## src/sv/sbef_pkg.sv

```systemverilog
// shared types, codes and constants of the sender blocklist expiry filter
package sbef_pkg;

  // default number of table entries
  localparam int DEF_TABLE_ENTRIES = 64;

  localparam int ACTION_W   = 2;
  localparam int KEY_UP_W   = 32;
  localparam int KEY_LO_W   = 64;
  localparam int TIME_W     = 64;
  localparam int STATUS_W   = 2;
  localparam int COUNT_W    = 7;
  localparam int IN_DATA_W  = 160;
  localparam int OUT_DATA_W = 16;

  typedef enum logic [ACTION_W-1:0] {
    ACT_CLEAR  = 2'd0,
    ACT_INSERT = 2'd1,
    ACT_LOOKUP = 2'd2,
    ACT_NONE   = 2'd3
  } action_e;

  typedef enum logic [STATUS_W-1:0] {
    STAT_OK        = 2'd0,
    STAT_DUPLICATE = 2'd1,
    STAT_FULL      = 2'd2,
    STAT_RSVD      = 2'd3
  } status_e;

  // one table entry as held in the ram, key_upper in the lowest bits
  typedef struct packed {
    logic [TIME_W-1:0]   expiry;
    logic [KEY_LO_W-1:0] key_lower;
    logic [KEY_UP_W-1:0] key_upper;
  } entry_t;

  localparam int ENTRY_W = $bits(entry_t);

  // controller to datapath
  typedef struct packed {
    logic accept;  // latch the request, restart the scan
    logic scan;    // step the table scan
    logic finish;  // commit table update and load the result
  } cmd_t;

  // datapath to controller
  typedef struct packed {
    logic needs_scan;  // offered request must search the table
    logic scan_done;   // match found or last entry compared
    logic out_free;    // result register can take a new result
  } stat_t;

endpackage

```

## src/sv/sbef_ctrl.sv

```systemverilog
// controller state machine: accept, scan, finish
module sbef_ctrl (
  input  logic            clk_i,
  input  logic            rst_ni,
  input  logic            in_valid_i,
  output logic            in_ready_o,
  input  sbef_pkg::stat_t stat_i,
  output sbef_pkg::cmd_t  cmd_o
);

  typedef enum logic [2:0] {
    ST_IDLE   = 3'b001,
    ST_SCAN   = 3'b010,
    ST_FINISH = 3'b100
  } state_e;

  state_e state_q, state_d;

  always_comb begin
    state_d       = state_q;
    in_ready_o    = 1'b0;
    cmd_o.accept  = 1'b0;
    cmd_o.scan    = 1'b0;
    cmd_o.finish  = 1'b0;
    unique case (state_q)
      ST_IDLE: begin
        in_ready_o   = 1'b1;
        cmd_o.accept = in_valid_i;
        if (in_valid_i) begin
          state_d = stat_i.needs_scan ? ST_SCAN : ST_FINISH;
        end
      end
      ST_SCAN: begin
        cmd_o.scan = 1'b1;
        if (stat_i.scan_done) begin
          state_d = ST_FINISH;
        end
      end
      ST_FINISH: begin
        // wait here while the previous result is still held
        cmd_o.finish = stat_i.out_free;
        if (stat_i.out_free) begin
          state_d = ST_IDLE;
        end
      end
      default: begin
        state_d = ST_IDLE;
      end
    endcase
  end

  always_ff @(posedge clk_i or negedge rst_ni) begin
    if (!rst_ni) begin
      state_q <= ST_IDLE;
    end else begin
      state_q <= state_d;
    end
  end

endmodule

```

## config.mk

```make
export PLATFORM = sky130hd
export DESIGN_NAME = sbef_ctrl
export DESIGN_NICKNAME = d
export VERILOG_FILES = /design/src/sv/sbef_pkg.sv /design/src/sv/sbef_ctrl.sv
export SDC_FILE = /design/constraint.sdc
export NUM_CORES = 1
export LEC_CHECK = 0
export ABC_CLOCK_PERIOD_IN_PS = 2550
export BUFFER_PORTS_ARGS = -buffer_cell sky130_fd_sc_hd__buf_4
export CORE_AREA = 2 2 39 41
export DETAILED_ROUTE_END_ITERATION = 10
export DIE_AREA = 0 0 41 43
export GPL_ROUTABILITY_DRIVEN = 0
export REMOVE_ABC_BUFFERS = 1
export SLEW_MARGIN = 10
export SYNTH_ARGS = -nofsm -noshare
export SYNTH_HDL_FRONTEND = slang
export SYNTH_SLANG_ARGS = --single-unit
```

## constraint.sdc

```tcl
create_clock -name clk_i -period 2.55 [get_ports clk_i]
set_input_delay 0.1275 -clock clk_i [delete_from_list [all_inputs] [get_ports clk_i]]
set_output_delay 0.1275 -clock clk_i [all_outputs]
set_load 0.1 [all_outputs]
```

# Word level (Yosys, flattened, before mapping)

Cells that the tools add are included.

Equality and inequality tests: 6
Muxes and demuxes: 9
Reduce and logical (&&, ||, !) cells: 1

Operators with widths:

| operator           | number |
|---|---|
| $mux 3             | 4 |
| $pmux 3 s3         | 1 |
| $ne 2x2->1 const B | 3 |
| $mux 1             | 4 |
| $eq 3x1->1 const B | 1 |
| $eq 3x2->1 const B | 1 |
| $eq 3x3->1 const B | 1 |
| $reduce_and 3->1   | 1 |

Input bits: 6
Flip-flop bits (word level): 3
Output and inout bits: 4

# Depth between registers and ports, before layout

Word-level depth: 3
Mapped depth: 2

# Worst setup path before layout

No wires, ideal clock.

Path type: reg2out
From: reg state_q[2]
To: out cmd_o[0] in the netlist's numbering
Stages on the path, launching flop included: 2
Data arrival time: 3.343 ns
Setup slack: -0.920 ns
Path buffers: 0
Data required time: 2.423 ns
Cells stage by stage: dfrtp_1 -> nor4bb_1

RTL lines:

| element                | RTL line        | source |
|---|---|---|
| start, declared        | sbef_ctrl.sv:17 | `state_e state_q, state_d;` |
| start signal, assigned | sbef_ctrl.sv:56 | `state_q <= state_d;` |
| end, declared          | sbef_ctrl.sv:8  | `output sbef_pkg::cmd_t cmd_o` |

==> flow_summary_export.csv <==
group,metric,value,unit
sta,hold_slack,0.165,ns
critical_path,crit_cells,2,
run,maxCapViolCount,0,
detailed_routing,vias,165,
critical_path,critPathLaunchType,"register",
critical_path,critPathCaptureType,"output port",
logic_synthesis,yosys-top-cells-area,"dfrtp_1 (28%), dfstp_2 (15%), nor4bb_1 (11%)",
cts,clock_latency,0.23,ns
critical_path,path_cells,"and4bb_4 > buf_4",
finish,drive_gt1_frac,0.483,
sta,fin_crit,1.48,ns
cts,clk_pin_slew_worst_paths,0.04,ns
logic_synthesis,synth_area_leader_cell,"dfrtp_1",
sta,max_slew_margin,0.768,
sta,fin_worst_skew,0.00469,ns
critical_path,crit_fanout,8,
detailed_routing,routed_wl,436,µm
cts,clock_sinks,3,
outcome,outcome,"finished clean",
logic_synthesis,yosys.area.top_type_share,0.284,
critical_path,startpoint,"state_q[0]",
global_routing,antenna_found_initial,0,
cts,cts-buffers-inserted,3,
worst_hold_path,holdPathStages,3,
worst_hold_path,worstHoldEndpoint,"state_q[1]",
detailed_routing,via_per_inst,3.67,
critical_path,worstReg2RegEnd,"state_q[2]",
critical_path,worst_path_largest_cell_delay,0.58,ns
sta,fmax,676,MHz
floorplanning,die_area,1760,µm²
critical_path,critPathSlowestCell,"dfstp_2",
floorplanning,num_io_pins,10,
floorplanning,die_y,43,µm
finish,top_register,"state_q",
sta,slew_viol_final,0,
critical_path,crit_family,"flip-flops",
floorplanning,start_util,0.127,
detailed_routing,wl_per_cell,9.69,µm
cts,clock_path_buffers,2,
sta,rsz0062_at_grt,"false",
detailed_routing,ant_nets,0,
cts,cts_tree,"yes",
finish,reg_top3,"state_q: 3 flops",
global_routing,grt_max_degree,9,
cts,post_cts_buffers,0,
detailed_routing,drtIter0Drc,3,
logic_synthesis,synthTopCellsByCount,"dfrtp_1 (2), nor3b_1 (2), nor4bb_1 (2)",
cts,htreeDepth,1,
floorplanning,core_area,1380,µm²
sta,tightest_slew,0.343,ns
cts,cts_resized,0,
sta,setup_violations,0,
critical_path,regToRegSetupSlack,1.46,ns
finish,syn_to_final_growth,70.2,%
logic_synthesis,syn_inst,15,
detailed_routing,dr.pass1.iters,2,
critical_path,crit_arrival,1.35,ns
logic_synthesis,synthArstFlopShare,1.00,
critical_path,critPathRequiredTime,2.42,ns
logic_synthesis,syn-cell-area,176,µm²
worst_hold_path,min_from,"stat_i[1]",
logic_synthesis,synth_flop_cell,"dfrtp_1",
logic_synthesis,syn_area_per_cell,11.8,µm²
floorplanning,rows,14,
finish,fin_area,300,µm²
placement,placed_area,264,µm²
floorplanning,die_w,41,µm
sta,setup_tns,0,ns
critical_path,path_buf_inv,1,
logic_synthesis,yosysSeqAreaShare,0.433,
logic_synthesis,ys_seq_elements,3,
global_routing,grt-ovfl-total,0,
global_routing,grt_pass1_vias,148,
sta,timing.final.crit_share,0.580,
detailed_routing,drc,0,
logic_synthesis,synth_edf_count,0,
placement,io_buffer_count,9,
finish,diodes,0,
global_routing,grt_pass1_wl,621,µm
finish,largest_reg_flops,3,
cts,root_buffer,"clkbuf_4",
cts,hold_buffers,1,
sta,finalHoldViolations,0,
logic_synthesis,yosysWarnings,0,
critical_path,rr_startpoint,"state_q[2]",
critical_path,critPathKind,"register to output port",
logic_synthesis,synth.distinct_cells,12,
global_routing,grt_use_total,0.0563,
worst_hold_path,hold_path_class,"input pin to register",
critical_path,r2r_cells,2,
finish,fin_nets,36,
==> layout make-up <==
class | instances | area (µm²)
multi-input cells | 11 | 96.3
fillers | 159 | 1080
clock buffers | 4 | 26.3
well taps | 16 | 20.0
inverters | 1 | 3.75
flip-flops and latches | 3 | 76.3
repair buffers | 10 | 77.6
==> through the flow <==
step	util	cells	setup slack [ns]
2_1_floorplan	-	15	-0.920
3_3_place_gp	0.191	40	1.30
3_5_place_dp	0.191	40	1.31
4_1_cts	0.217	45	1.06
5_1_grt	0.217	45	1.03
6_report	0.217	45	1.07
==> worst min-delay path, delay by kind of cell <==
kind                   cells  cell delay (ns)
buffers and inverters      1             0.08
AO/OA/AOI/OAI              1             0.05
AND/OR/NAND/NOR            1             0.09
==> metal layers <==
metal / routed length [µm] / vias to the layer above / GRT usage
met3: 95 / 0 / 0.0733
met4: 0 / 0 / 0.0200
li1: - / 89 / -
met5: 0 / - / 0
met2: 132 / 13 / 0.0438
met1: 209 / 63 / 0.0806
==> how the worst max path moves through the flow <==
| stage | end | slack (ns) |
|---|---|---|
| final | cmd_o[2] | 1.07 |
| after global routing | cmd_o[2] | 1.03 |
| after CTS | cmd_o[2] | 1.06 |
| after detailed placement | cmd_o[2] | 1.31 |
| after global placement | cmd_o[2] | 1.30 |
| after floorplan | cmd_o[0] | -0.92 |
==> cells in the final DEF (no fill, tap or decap), types with 2 or more instances in the layout <==
master / instances
nor3b_1: 2
clkbuf_4: 3
nor4bb_1: 2
dfrtp_1: 2
buf_4: 9
==> kinds of logic after synthesis <==
logic type / share of synthesized area
AND/OR/NAND/NOR: 0.468
flip-flops: 0.433
AO/OA/AOI/OAI: 0.0780
buffers and inverters: 0.0213
Power is not shown: default switching activity piles up to over one toggle a cycle in this logic, so the estimate is an artifact.
